<file path="config.mk">
export PLATFORM = sky130hd
export DESIGN_NAME = c2_frame_master_unit
export DESIGN_NICKNAME = d
export VERILOG_FILES = /design/src/c2fm_pkg.sv /design/src/c2fm_cfg_regs.sv /design/src/c2fm_seq.sv /design/src/c2_frame_master_unit.sv
export VERILOG_INCLUDE_DIRS = /design/src /design/src/src
export SDC_FILE = /design/constraint.sdc
export NUM_CORES = 1
export LEC_CHECK = 0
export BUFFER_PORTS_ARGS = -buffer_cell sky130_fd_sc_hd__buf_2
export CAP_MARGIN = 40
export CELL_PAD_IN_SITES_DETAIL_PLACEMENT = 0
export CELL_PAD_IN_SITES_GLOBAL_PLACEMENT = 1
export CORE_MARGIN = 2
export CORE_UTILIZATION = 30
export DETAILED_ROUTE_END_ITERATION = 10
export PLACE_DENSITY = 0.69
export SLEW_MARGIN = 20
export SYNTH_ARGS = -nofsm -noshare
export SYNTH_HDL_FRONTEND = slang
export SYNTH_SLANG_ARGS = --single-unit
</file>
<file path="constraint.sdc">
create_clock -name clk -period 10.2 [get_ports clk]
set_clock_uncertainty 0.05 [all_clocks]
set_input_delay 0.51 -clock clk [delete_from_list [all_inputs] [get_ports clk]]
set_output_delay 0.51 -clock clk [all_outputs]
set_load 0.05 [all_outputs]
</file>
<file path="src/assert_macros.svh">
// Assertion macros used by the top-level RTL file of the debug-bus frame master.
`ifndef ASSERT_MACROS_SVH
`define ASSERT_MACROS_SVH

`ifndef NO_ASSERTIONS

// Property that must hold at every clock edge outside reset.
`define C2FM_ASSERT(lbl, clk, rst, prop, msg) \
  lbl: assert property (@(posedge clk) disable iff (rst) (prop)) else $error(msg);

// Condition that must never be seen at a clock edge outside reset.
`define C2FM_NEVER(lbl, clk, rst, cond, msg) \
  lbl: assert property (@(posedge clk) disable iff (rst) !(cond)) else $error(msg);

`else

`define C2FM_ASSERT(lbl, clk, rst, prop, msg)

`define C2FM_NEVER(lbl, clk, rst, cond, msg)

`endif

`endif

</file>
<file path="src/c2fm_pkg.sv">
// Types and constants of the two-wire debug-bus frame master.
`default_nettype none

package c2fm_pkg;

  // Operation codes; the command field uses the same values.
  typedef enum logic [2:0] {
    OP_IDLE = 3'd0,
    OP_AW   = 3'd1,
    OP_AR   = 3'd2,
    OP_DW   = 3'd3,
    OP_DR   = 3'd4,
    OP_RST  = 3'd5
  } op_t;

  // Configuration register indexes.
  localparam logic [1:0] CFG_WAIT_LIMIT    = 2'd0;
  localparam logic [1:0] CFG_RESET_LOW     = 2'd1;
  localparam logic [1:0] CFG_RESET_RECOVER = 2'd2;

  localparam logic [15:0] WAIT_LIMIT_RST    = 16'd1000;
  localparam logic [7:0]  RESET_LOW_RST     = 8'd20;
  localparam logic [7:0]  RESET_RECOVER_RST = 8'd2;

  // Instruction codes sent after START.
  localparam logic [1:0] INS_AW = 2'b11;
  localparam logic [1:0] INS_AR = 2'b10;
  localparam logic [1:0] INS_DW = 2'b01;
  localparam logic [1:0] INS_DR = 2'b00;

  // Frame phase landmarks.
  localparam logic [3:0] PH_START     = 4'd0;
  localparam logic [3:0] PH_INS_LAST  = 4'd2;
  localparam logic [3:0] PH_ADDR_BIT0 = 4'd3;
  localparam logic [3:0] PH_LEN_LAST  = 4'd4;
  localparam logic [3:0] PH_DATA_BIT0 = 4'd5;
  localparam logic [3:0] PH_DR_WAIT   = 4'd6;
  localparam logic [3:0] PH_DW_LAST   = 4'd12;
  localparam logic [3:0] PH_DW_WAIT   = 4'd14;
  localparam logic [3:0] PH_ADDR_STOP = 4'd11;
  localparam logic [3:0] PH_DATA_STOP = 4'd15;
  // Windows in which a sampled read bit arrives.
  localparam logic [3:0] PH_AR_RX_FIRST = 4'd4;
  localparam logic [3:0] PH_DR_RX_FIRST = 4'd8;

  typedef struct packed {
    logic [2:0] cmd;
    logic [7:0] wr_byte;
    logic       line_in;
  } in_item_t;

  typedef struct packed {
    logic       clk_strobe;
    logic       clk_hold_low;
    logic       clk_drive_en;
    logic       line_out;
    logic       line_drive_en;
    logic       busy_res;
    logic       done_res;
    logic [7:0] rd_byte;
    logic       status;
  } out_item_t;

  typedef struct packed {
    logic [15:0] wait_limit_ticks;
    logic [7:0]  reset_low_ticks;
    logic [7:0]  reset_recover_ticks;
  } cfg_t;

endpackage

`default_nettype wire

</file>
<file path="src/c2fm_cfg_regs.sv">
// Configuration register file of the debug-bus frame master.
`default_nettype none

module c2fm_cfg_regs (
  input  wire logic          clk,
  input  wire logic          rst,
  input  wire logic          wr_en,
  input  wire logic [1:0]    wr_index,
  input  wire logic [15:0]   wr_data,
  output c2fm_pkg::cfg_t     cfg
);

  always_ff @(posedge clk) begin
    if (rst) begin
      cfg.wait_limit_ticks    <= c2fm_pkg::WAIT_LIMIT_RST;
      cfg.reset_low_ticks     <= c2fm_pkg::RESET_LOW_RST;
      cfg.reset_recover_ticks <= c2fm_pkg::RESET_RECOVER_RST;
    end else if (wr_en) begin
      unique case (wr_index)
        c2fm_pkg::CFG_WAIT_LIMIT:    cfg.wait_limit_ticks    <= wr_data;
        c2fm_pkg::CFG_RESET_LOW:     cfg.reset_low_ticks     <= wr_data[7:0];
        c2fm_pkg::CFG_RESET_RECOVER: cfg.reset_recover_ticks <= wr_data[7:0];
        default: ;
      endcase
    end
  end

endmodule

`default_nettype wire

</file>
<file path="src/c2fm_seq.sv">
// Frame sequencer: bus state, one-tick step logic and the result register.
`default_nettype none

module c2fm_seq #(
  parameter int COUNT_WIDTH = 16
) (
  input  wire logic                clk,
  input  wire logic                rst,
  input  wire logic                take,
  input  wire c2fm_pkg::in_item_t  item,
  input  wire c2fm_pkg::cfg_t      cfg,
  output logic                     res_free,
  output logic                     res_valid,
  input  wire logic                res_ready,
  output c2fm_pkg::out_item_t      res
);

  localparam int LW = (COUNT_WIDTH > 16) ? COUNT_WIDTH : 16;

  c2fm_pkg::op_t            operation, op_next;
  logic [3:0]               phase, phase_next;
  logic [7:0]               shift_byte, shift_byte_next;
  logic [COUNT_WIDTH-1:0]   tick_count, tick_count_next;
  logic                     timed_out, timed_out_next;
  c2fm_pkg::out_item_t      res_next;

  logic [LW-1:0]            wait_ext;
  logic [LW-1:0]            max_ext;
  logic [COUNT_WIDTH-1:0]   wait_lim, low_lim, rec_lim;

  // Effective limits: zero acts as one, and a WAIT limit above the counter
  // range acts as the counter's largest value.
  always_comb begin
    wait_ext = LW'(cfg.wait_limit_ticks);
    max_ext  = LW'({COUNT_WIDTH{1'b1}});
    if (wait_ext == '0) begin
      wait_lim = COUNT_WIDTH'(1);
    end else if (wait_ext > max_ext) begin
      wait_lim = {COUNT_WIDTH{1'b1}};
    end else begin
      wait_lim = COUNT_WIDTH'(wait_ext);
    end
    low_lim = (cfg.reset_low_ticks == 8'd0) ? COUNT_WIDTH'(1) :
              COUNT_WIDTH'(cfg.reset_low_ticks);
    rec_lim = (cfg.reset_recover_ticks == 8'd0) ? COUNT_WIDTH'(1) :
              COUNT_WIDTH'(cfg.reset_recover_ticks);
  end

  always_comb begin
    logic       run;
    logic       go;
    logic       data_op;
    logic       rd_op;
    logic [3:0] stop_p;
    logic [3:0] loop_p;
    logic [1:0] ins;
    logic       ins_bit;

    res_next        = '0;
    op_next         = operation;
    phase_next      = phase;
    shift_byte_next = shift_byte;
    tick_count_next = tick_count;
    timed_out_next  = timed_out;
    run             = 1'b1;
    go              = 1'b1;
    ins_bit         = 1'b0;

    if (operation == c2fm_pkg::OP_IDLE) begin
      if (item.cmd >= 3'(c2fm_pkg::OP_AW) && item.cmd <= 3'(c2fm_pkg::OP_RST)) begin
        op_next         = c2fm_pkg::op_t'(item.cmd);
        phase_next      = c2fm_pkg::PH_START;
        tick_count_next = '0;
        timed_out_next  = 1'b0;
        shift_byte_next = (op_next == c2fm_pkg::OP_AW || op_next == c2fm_pkg::OP_DW) ?
                          item.wr_byte : 8'h00;
      end else begin
        run = 1'b0;
      end
    end

    data_op = (op_next == c2fm_pkg::OP_DW) || (op_next == c2fm_pkg::OP_DR);
    rd_op   = (op_next == c2fm_pkg::OP_AR) || (op_next == c2fm_pkg::OP_DR);
    stop_p  = data_op ? c2fm_pkg::PH_DATA_STOP : c2fm_pkg::PH_ADDR_STOP;
    loop_p  = (op_next == c2fm_pkg::OP_DW) ? c2fm_pkg::PH_DW_WAIT : c2fm_pkg::PH_DR_WAIT;
    unique case (op_next)
      c2fm_pkg::OP_AW: ins = c2fm_pkg::INS_AW;
      c2fm_pkg::OP_AR: ins = c2fm_pkg::INS_AR;
      c2fm_pkg::OP_DW: ins = c2fm_pkg::INS_DW;
      default:         ins = c2fm_pkg::INS_DR;
    endcase

    if (run && op_next == c2fm_pkg::OP_RST) begin
      // Pin reset: hold the clock low, then drive it high to recover.
      res_next.clk_drive_en = 1'b1;
      if (tick_count_next != {COUNT_WIDTH{1'b1}}) begin
        tick_count_next = tick_count_next + COUNT_WIDTH'(1);
      end
      if (phase_next == c2fm_pkg::PH_START) begin
        res_next.clk_hold_low = 1'b1;
        res_next.busy_res     = 1'b1;
        if (tick_count_next >= low_lim) begin
          phase_next      = 4'd1;
          tick_count_next = '0;
        end
      end else if (tick_count_next >= rec_lim) begin
        res_next.done_res = 1'b1;
        op_next           = c2fm_pkg::OP_IDLE;
        phase_next        = c2fm_pkg::PH_START;
        tick_count_next   = '0;
      end else begin
        res_next.busy_res = 1'b1;
      end
    end else if (run) begin
      // The line level of the previous receive strobe arrives with this tick.
      if ((op_next == c2fm_pkg::OP_AR && phase_next >= c2fm_pkg::PH_AR_RX_FIRST &&
           phase_next <= c2fm_pkg::PH_ADDR_STOP) ||
          (op_next == c2fm_pkg::OP_DR && phase_next >= c2fm_pkg::PH_DR_RX_FIRST)) begin
        shift_byte_next = {item.line_in, shift_byte_next[7:1]};
      end

      if (data_op && phase_next == loop_p) begin
        if (!item.line_in && tick_count_next < wait_lim) begin
          res_next.clk_strobe   = 1'b1;
          res_next.clk_drive_en = 1'b1;
          res_next.busy_res     = 1'b1;
          if (tick_count_next != {COUNT_WIDTH{1'b1}}) begin
            tick_count_next = tick_count_next + COUNT_WIDTH'(1);
          end
          go = 1'b0;
        end else begin
          if (!item.line_in) begin
            timed_out_next = 1'b1;
          end
          phase_next = loop_p + 4'd1;
        end
      end

      if (go) begin
        res_next.clk_strobe   = 1'b1;
        res_next.clk_drive_en = 1'b1;
        res_next.busy_res     = 1'b1;
        ins_bit = (phase_next == 4'd1) ? ins[0] : ins[1];
        if (phase_next == c2fm_pkg::PH_START) begin
          phase_next = phase_next + 4'd1;
        end else if (phase_next <= c2fm_pkg::PH_INS_LAST) begin
          res_next.line_drive_en = 1'b1;
          res_next.line_out      = ins_bit;
          phase_next             = phase_next + 4'd1;
        end else if (phase_next == stop_p) begin
          res_next.busy_res = 1'b0;
          res_next.done_res = 1'b1;
          res_next.rd_byte  = rd_op ? shift_byte_next : 8'h00;
          res_next.status   = data_op & timed_out_next;
          op_next           = c2fm_pkg::OP_IDLE;
          phase_next        = c2fm_pkg::PH_START;
        end else if (op_next == c2fm_pkg::OP_AW) begin
          res_next.line_drive_en = 1'b1;
          res_next.line_out =
            shift_byte_next[3'(phase_next - c2fm_pkg::PH_ADDR_BIT0)];
          phase_next = phase_next + 4'd1;
        end else if (op_next == c2fm_pkg::OP_AR) begin
          phase_next = phase_next + 4'd1;
        end else if (phase_next <= c2fm_pkg::PH_LEN_LAST) begin
          // Length field: two zero bits.
          res_next.line_drive_en = 1'b1;
          phase_next             = phase_next + 4'd1;
        end else if (op_next == c2fm_pkg::OP_DW) begin
          if (phase_next <= c2fm_pkg::PH_DW_LAST) begin
            res_next.line_drive_en = 1'b1;
            res_next.line_out =
              shift_byte_next[3'(phase_next - c2fm_pkg::PH_DATA_BIT0)];
          end else begin
            tick_count_next = COUNT_WIDTH'(1);
          end
          phase_next = phase_next + 4'd1;
        end else begin
          if (phase_next == c2fm_pkg::PH_DATA_BIT0) begin
            tick_count_next = COUNT_WIDTH'(1);
          end
          phase_next = phase_next + 4'd1;
        end
      end
    end
  end

  assign res_free = !res_valid || res_ready;

  always_ff @(posedge clk) begin
    if (rst) begin
      operation  <= c2fm_pkg::OP_IDLE;
      phase      <= c2fm_pkg::PH_START;
      shift_byte <= 8'h00;
      tick_count <= '0;
      timed_out  <= 1'b0;
      res_valid  <= 1'b0;
    end else if (take) begin
      operation  <= op_next;
      phase      <= phase_next;
      shift_byte <= shift_byte_next;
      tick_count <= tick_count_next;
      timed_out  <= timed_out_next;
      res_valid  <= 1'b1;
    end else if (res_ready) begin
      res_valid <= 1'b0;
    end
  end

  always_ff @(posedge clk) begin
    if (take) begin
      res <= res_next;
    end
  end

endmodule

`default_nettype wire

</file>
<file path="src/c2_frame_master_unit.sv">
// Top level of the two-wire debug-bus frame master.
//
// Each input transfer is one bus tick: a command, a byte to send and the
// data-line level sampled after the previous clock strobe. Each tick gives
// exactly one result transfer with the clock strobe, clock hold and driver
// enables, the data level to drive, and busy/done flags; read frames give
// the received byte and data frames the WAIT timeout status on their done
// tick. Commands arriving while a frame or pin reset is running are ignored.
// An item passes an input register and then the step logic into the result
// register; a new tick is accepted every cycle while the result side keeps
// up.
// When the receiver stalls, the result register holds and the input
// register keeps one more tick; beyond that in_ready drops.
// The configuration port is always ready; the user must write it only while
// the bus is idle, which the block does not enforce. An index beyond the register list is ignored.
// Synchronous reset empties both registers, returns the sequencer to idle
// and loads the configuration registers with their default values.
`default_nettype none
`include "assert_macros.svh"

module c2_frame_master_unit #(
  parameter int COUNT_WIDTH = 16
) (
  input  wire logic                clk,
  input  wire logic                rst,
  input  wire logic                in_valid,
  output logic                     in_ready,
  input  wire c2fm_pkg::in_item_t  in_data,
  output logic                     out_valid,
  input  wire logic                out_ready,
  output c2fm_pkg::out_item_t      out_data,
  input  wire logic                cfg_valid,
  output logic                     cfg_ready,
  input  wire logic [1:0]          cfg_index,
  input  wire logic [15:0]         cfg_data
);

  c2fm_pkg::cfg_t      cfg;
  c2fm_pkg::in_item_t  s1_item;
  logic                s1_valid;
  logic                res_free;
  logic                adv;

  assign cfg_ready = 1'b1;

  c2fm_cfg_regs u_cfg (
    .clk      (clk),
    .rst      (rst),
    .wr_en    (cfg_valid),
    .wr_index (cfg_index),
    .wr_data  (cfg_data),
    .cfg      (cfg)
  );

  // The input register moves on whenever the result register can take a
  // new tick, so the two sides only couple through one spare slot.
  assign adv      = s1_valid && res_free;
  assign in_ready = !s1_valid || res_free;

  always_ff @(posedge clk) begin
    if (rst) begin
      s1_valid <= 1'b0;
    end else if (in_ready) begin
      s1_valid <= in_valid;
    end
  end

  always_ff @(posedge clk) begin
    if (in_valid && in_ready) begin
      s1_item <= in_data;
    end
  end

  c2fm_seq #(
    .COUNT_WIDTH (COUNT_WIDTH)
  ) u_seq (
    .clk       (clk),
    .rst       (rst),
    .take      (adv),
    .item      (s1_item),
    .cfg       (cfg),
    .res_free  (res_free),
    .res_valid (out_valid),
    .res_ready (out_ready),
    .res       (out_data)
  );

  // A held tick in the input register must not change while it waits.
  `C2FM_ASSERT(a_s1_hold, clk, rst, (s1_valid && !adv) |=> (s1_valid && $stable(s1_item)), "input register lost or changed a waiting tick")
  // A finished frame or reset never reports that it continues.
  `C2FM_NEVER(a_done_busy, clk, rst, out_valid && out_data.done_res && out_data.busy_res, "done and busy in the same tick")
  // Timeout status and a read byte appear only on a done tick.
  `C2FM_NEVER(a_status_done, clk, rst, out_valid && !out_data.done_res && (out_data.status || out_data.rd_byte != 8'h00), "status or read byte outside a done tick")
  // The data line is driven only together with a clock strobe.
  `C2FM_NEVER(a_drive_strobe, clk, rst, out_valid && out_data.line_drive_en && !out_data.clk_strobe, "data driven without a strobe")

endmodule

`default_nettype wire

</file>
Word-level counts from Yosys, hierarchy flattened

Index checks and enable logic that the tools add are counted.

Latch bits: 0
Input bits: 35
Memories kept: 0
Register bits after elaboration: 94
RAM bits: 0
Output and inout port bits: 19
ROM bits: 0

Reductions and logical operators: 33
Shifts and indexed selects: 0
Mux-type cells: 106
Multiply operators: 0
Add/sub/neg operators: 5
Bitwise gates (word level): 5
Equality and inequality tests: 14
Order comparisons: 14
Divide/modulo/power cells: 0

Operator list:

| kind                                                  | number |
|---|---|
| two-way mux 16 bit                                    | 23 |
| two-way mux 8 bit                                     | 11 |
| two-way mux 4 bit                                     | 16 |
| two-way mux 3 bit                                     | 11 |
| greater-or-equal comparator 16 bit                    | 2 |
| two-way mux 1 bit                                     | 30 |
| two-way mux 14 bit                                    | 2 |
| two-way mux 11 bit                                    | 2 |
| adder 16 x 1 -> 16 bit, second input constant         | 1 |
| greater-than comparator 16 bit, second input constant | 1 |
| logical NOT 16 bit                                    | 1 |
| logical NOT 8 bit                                     | 2 |
| < comparator 16 bit                                   | 1 |
| != test 16 bit, second input constant                 | 1 |
| two-way mux 2 bit                                     | 7 |
| two-way mux 13 bit                                    | 1 |
| equality test 3 x 2 -> 1 bit, second input constant   | 3 |
| logical AND 1 bit                                     | 9 |
| adder 4 x 1 -> 4 bit, second input constant           | 2 |
| equality test 4 bit                                   | 2 |
| less-or-equal comparator 4 bit, second input constant | 2 |
| logical NOT 4 bit                                     | 2 |
| < comparator 3 x 4 -> 1 bit, second input constant    | 2 |
| OR reduction 7 bit                                    | 1 |
| 27 further kinds                                      | 42 |

Depth between registers and ports, before layout

Depth in word-level cells: 25
Mapped depth: 24
Gate-level depth less buffers: 20

Modules after synthesis

From an unflattened synthesis, not the netlist that was laid out.

Cells, all modules: 717
Area total of the unflattened synthesis: 6,337.3 um^2

Modules (own cells, without submodules):

| module               | times used | seq. area each (um^2) | cells an instance | area an instance (um^2) |
|---|---|---|---|---|
| c2fm_seq             | 1          | 1,141.1               | 564               | 4,538.1 |
| c2fm_cfg_regs        | 1          | 640.6                 | 133               | 1,365.1 |
| c2_frame_master_unit | 1          | 380.4                 | 20                | 434.2 |

Least setup slack after synthesis

Ideal clock, no wire load.

Path type: register -> register
Start: register s1_item[11] in the netlist's numbering
End: register u_seq.res[12] in the netlist's numbering (data pin)
Cell stages (with the launch flop): 22
Setup slack: 4.969 ns
Required time: 9.882 ns
Library setup time: 0.268 ns
Buffers on the path: 4
Arrival time: 4.913 ns
Path through: edfxtp_1 -> buf_4 -> or3_4 -> nand2_2 -> buf_2 -> clkbuf_1 -> clkbuf_1 -> and2_1 -> ha_1 -> and4_1 -> a31o_2 -> o21ai_0 -> nand4_1 -> o21ai_1 -> inv_1 -> ha_1 -> xor2_2 -> mux2i_1 -> mux2i_1 -> mux4_2 -> nand3_1 -> nand4_1

Cells in the longest elaborated chain, start to end: 21

RTL lines:

| item                                                         | RTL line                   | source |
|---|---|---|
| from (decl)                                                  | c2_frame_master_unit.sv:39 | `c2fm_pkg::in_item_t s1_item;` |
| from (signal assigned)                                       | c2_frame_master_unit.sv:70 | `s1_item <= in_data;` |
| branches (longest 21 deep; another with < comparator 16 bit) | n/a                        |  |
| to (signal assigned)                                         | c2fm_seq.sv:211            | `res <= res_next;` |
| to (decl)                                                    | c2fm_seq.sv:15             | `output c2fm_pkg::out_item_t res` |

Several ways; the timed one is not identified. The select of a mux whose other input is x is not followed.
A chain may end at the register's enable or synchronous reset.

Worst setup path in the final report

Start: register s1_item[11] in the netlist's numbering
End: register u_seq.tick_count[12]

Cells in the longest elaborated chain, start to end: 23

RTL lines:

| item                                                                                                | RTL line                                        | source |
|---|---|---|
| greater-or-equal comparator 3 x 1 -> 1 bit / less-or-equal comparator 3 bit (equally long branches) | c2fm_seq.sv:70                                  | `if (item.cmd >= 3'(c2fm_pkg::OP_AW) && item.cmd <= 3'(c2fm_pkg::OP_RST)) begin` |
| logical AND 1 bit                                                                                   | c2fm_seq.sv:70                                  |  |
| two-way mux 3 bit                                                                                   | c2fm_seq.sv:70                                  |  |
| two-way mux 3 bit                                                                                   | c2fm_seq.sv:69                                  | `if (operation == c2fm_pkg::OP_IDLE) begin` |
| equality test 3 x 2 -> 1 bit                                                                        | c2fm_seq.sv:82, c2fm_seq.sv:85, c2fm_seq.sv:168 |  |
| two-way mux 4 bit                                                                                   | c2fm_seq.sv:85                                  | `loop_p = (op_next == c2fm_pkg::OP_DW) ? c2fm_pkg::PH_DW_WAIT : c2fm_pkg::PH_DR_WAIT;` |
| adder 4 x 1 -> 4 bit / equality test 4 bit (equally long branches)                                  | c2fm_seq.sv:135, c2fm_seq.sv:122                |  |
| two-way mux 4 bit / logical AND 1 bit (equally long branches)                                       | c2fm_seq.sv:123, c2fm_seq.sv:122                |  |
| [... 7 more ...]                                                                                    | n/a                                             |  |
| two-way mux 16 bit                                                                                  | c2fm_seq.sv:162                                 | `end else if (op_next == c2fm_pkg::OP_AR) begin` |
| two-way mux 16 bit                                                                                  | c2fm_seq.sv:157                                 | `end else if (op_next == c2fm_pkg::OP_AW) begin` |
| two-way mux 16 bit                                                                                  | c2fm_seq.sv:150                                 | `end else if (phase_next == stop_p) begin` |
| two-way mux 16 bit                                                                                  | c2fm_seq.sv:146                                 | `end else if (phase_next <= c2fm_pkg::PH_INS_LAST) begin` |
| two-way mux 16 bit                                                                                  | c2fm_seq.sv:144                                 | `if (phase_next == c2fm_pkg::PH_START) begin` |
| two-way mux 16 bit                                                                                  | c2fm_seq.sv:139                                 | `if (go) begin` |
| two-way mux 16 bit                                                                                  | c2fm_seq.sv:114                                 | `end else if (run) begin` |
| two-way mux 16 bit (*)                                                                              | c2fm_seq.sv:93                                  | `if (run && op_next == c2fm_pkg::OP_RST) begin` |
| to (signal assigned)                                                                                | c2fm_seq.sv:201                                 | `tick_count <= tick_count_next;` |
| to (decl)                                                                                           | c2fm_seq.sv:23                                  | `logic [COUNT_WIDTH-1:0] tick_count, tick_count_next;` |

Mark *: on every way between the ends. The rest lies on a longest branch, timed or not. The select of a mux whose other input is x is not followed.

==> flow_summary.ini <==
[critical_path]
critPathMaxStageDelay_ns = 0.75
critPathSlowestCell = a2111o_1
critPathMaxFanout = 19
reg2reg_depth = 18
required_ns = 10.42
cp.arrival_ns = 6.56
start_kind = flip-flop
endpoint_kind = flip-flop
critPathKind = flip-flop to flip-flop
crit_path_cell_trace = a2111o_1 > nor2_4 > nor2_1 > ha_1 > nand2_1 > a211oi_2 > a211oi_1 > nand3_1 > xor2_1 > nor2_1 > ha_1 > o211a_1 > a221oi_1 > o21ai_0 > a2bb2oi_1 > o21ai_2 > nand2_1 > o32ai_1

[cts]
cts.htree.levels = 3
root_buffer = clkbuf_16
cts_made_buffers = 9
clk_pin_slew_worst_paths_ns = 0.07
numClockSinks = 94
clockBufferDepth = 2
clk_latency_ns = 0.36
postCtsHoldBufs = 0
cts_tree = done
cts_setup_buffers = 0
ctsResizeCount = 0

[synthesis]
synth_common_cells = nor2_1, dfxtp_1, nand2_1
yosysTopAreaCell = dfxtp_1
synthAdderAreaFrac_pct = 6.42
synth.area.top_cells = dfxtp_1, edfxtp_1, ha_1
synth_most_common_cell = nor2_1
synth_nets = 821
synthXorXnorAreaFrac_pct = 2.02
yosysSeqAreaShare_pct = 33.8
synth_edf_count = 28
yosys_warnings = 0
synth_mux_area_share_pct = 6.23
synth_top_flop_cell = dfxtp_1
synth_top_family_by_area = simple AND/OR/NAND/NOR gates
synth-compound-area-share_pct = 21.4
syn_area_um2 = 6390
synth_simple_gate_area_share_pct = 23.8
yosysTopAreaCellShare_pct = 20.7
yosysUniqueCellTypes = 86
syn_area_per_cell_um2 = 8.47
synth-seq-cells = 94
async_flop_share_pct = 0
synth_cells = 754

[timing]
rsz0062_at_grt = no
worst_pin_slew_ns = 0.807
slew_violations = 0
holdWs_ns = 0.279
tns_ns = 0
fin_crit_ns = 6.34
relSlewSlack_pct = 46.2
finalHoldViolCount = 0
max_freq_mhz = 158
finalCritPeriodShare_pct = 62.1
setup_viol = 0

[global_routing]
overflow = 0
grt_max_degree = 74
grt.total_usage_pct = 16.8
grt_pass1_wl_um = 29400
grt_pass1_vias = 5262
antenna_found_initial = 0

[detailed_routing]
drt_iter0_drc = 499
drt_pass1_iterations = 5
drc_errors = 0
via_per_inst = 5.36
post_drt_wl_per_cell_um = 17.2
drt_wl_total_um = 18200
final_antenna_net_count = 0
vias = 5669

[finish]
final.fill_count = 2244
syn_to_final_growth_pct = 11.7
drive_gt1_share_pct = 14.0
nets = 845
antenna_cells = 0

[run]
max_cap_violations = 0

[floorplanning]
core-area_um2 = 21000
initial_core_util_pct = 30.5
die_area_um2 = 22500
die_h_um = 150
ios = 54
die_w_um = 150
row_count = 53

[outcome]
outcome = complete, no violations

[power]
ir_drop_uv = 75.5
p_leak_nw = 2.81
total_power_w = 0.000880
p_per_area_nw_per_um2 = 123

[placement]
gp_congestion = 0.896
numPortBuffers = 52
hpwl_um = 13400

[min_path]
holdPathStages = 1
hold_path_class = input pin to flip-flop
## worst max-delay path: cells and delay by family (launching register included)
family	cells	cell delay, ns
adder cells (fa/ha/maj)	2	0.58
AND/OR/NAND/NOR	6	1.63
XOR/XNOR	1	0.17
flip-flops	1	0.60
AO/OA/AOI/OAI	9	3.20
## where the power goes
group | total, W | internal (W) | switching (W) | leakage, nW
sequential | 0.000411 | 0.000398 | 0.0000131 | 0.806
clock | 0.000347 | 0.000184 | 0.000162 | 0.148
combinational | 0.000122 | 0.0000376 | 0.0000847 | 1.86
## cell families after synthesis
family,Yosys count
adders and majority gates,33
AOI/OAI and AO/OA,188
buffers and inverters,97
other,1
DFF,94
and+or+nand+nor,291
xor gates and xnor gates,13
muxes,37
## cells in the final DEF (no fill, tap or decap), types with 8 or more instances in the layout
cell type  Yosys  routed
edfxtp_1      28      28
dfxtp_1       66      66
nor3_1        21      21
o211ai_1       9       9
nand2_1       65      65
buf_2          7      52
a21oi_1       50      50
nand4_1       10      10
inv_1         50      50
nor2_1        81      81
clkbuf_16      0      10
and2_1        12      12
ha_1          32      32
o21ai_0       25      25
a21o_1         9       9
and4_1         8       8
and3_1        11      11
nand3_1       20      20
mux2i_1       33      33
nand2b_1      18      18
nor4_1        11      11
## layer usage
layer	routed length [um]	GRT usage (%)	up-vias	share of wire (%)
li1	-	-	2820	-
met1	9170	25.3	2653	50
met2	7650	23.8	174	42
met3	1040	3.23	22	5.7
met4	379	5.09	0	2.1
met5	0	0	-	0
## stage by stage
step	cells	setup slack, ns	utilization (%)	instance area [um^2]
after floorplan	754	4.97	-	6390
after global placement	1042	3.92	32.6	6840
after detailed placement	1042	3.92	32.6	6840
after CTS	1058	3.91	34.1	7140
after global routing	1058	3.31	34.1	7140
final	1058	3.86	34.1	7140
## state kept, by name (all words and copies together) (netlist names)
register          count
s1_item              12
u_seq.phase           4
u_seq.res            16
u_seq.operation       3
u_seq.res_valid       1
u_seq.shift_byte      8
s1_valid              1
u_seq.tick_count     16
u_cfg.cfg            32
u_seq.timed_out       1
## final cells by class
type / count / area [um^2] / share of cell area [%]
timing repair buffer: 58 / 305 / 4.28
clock buffer: 10 / 250 / 3.50
tap: 275 / 344 / 4.82
multi-input combinational: 563 / 3830 / 53.7
clock inverter: 6 / 50.0 / 0.701
inverter: 52 / 195 / 2.73
sequential: 94 / 2160 / 30.3
## path summary, 6_finish.rpt
path	start	endpoint	slack [ns]
setup / recovery	s1_item[11]$_DFFE_PP_	u_seq.tick_count[12]$_SDFFE_PP0P_	3.86
hold / removal	in_data[5]	s1_item[5]$_DFFE_PP_	0.28
setup reg to reg	s1_item[11]$_DFFE_PP_	u_seq.tick_count[12]$_SDFFE_PP0P_	3.86
hold reg to reg	u_cfg.cfg[29]$_SDFFE_PP0P_	u_cfg.cfg[29]$_SDFFE_PP0P_	0.43
Note: power is estimated with default switching activity, not from simulation.
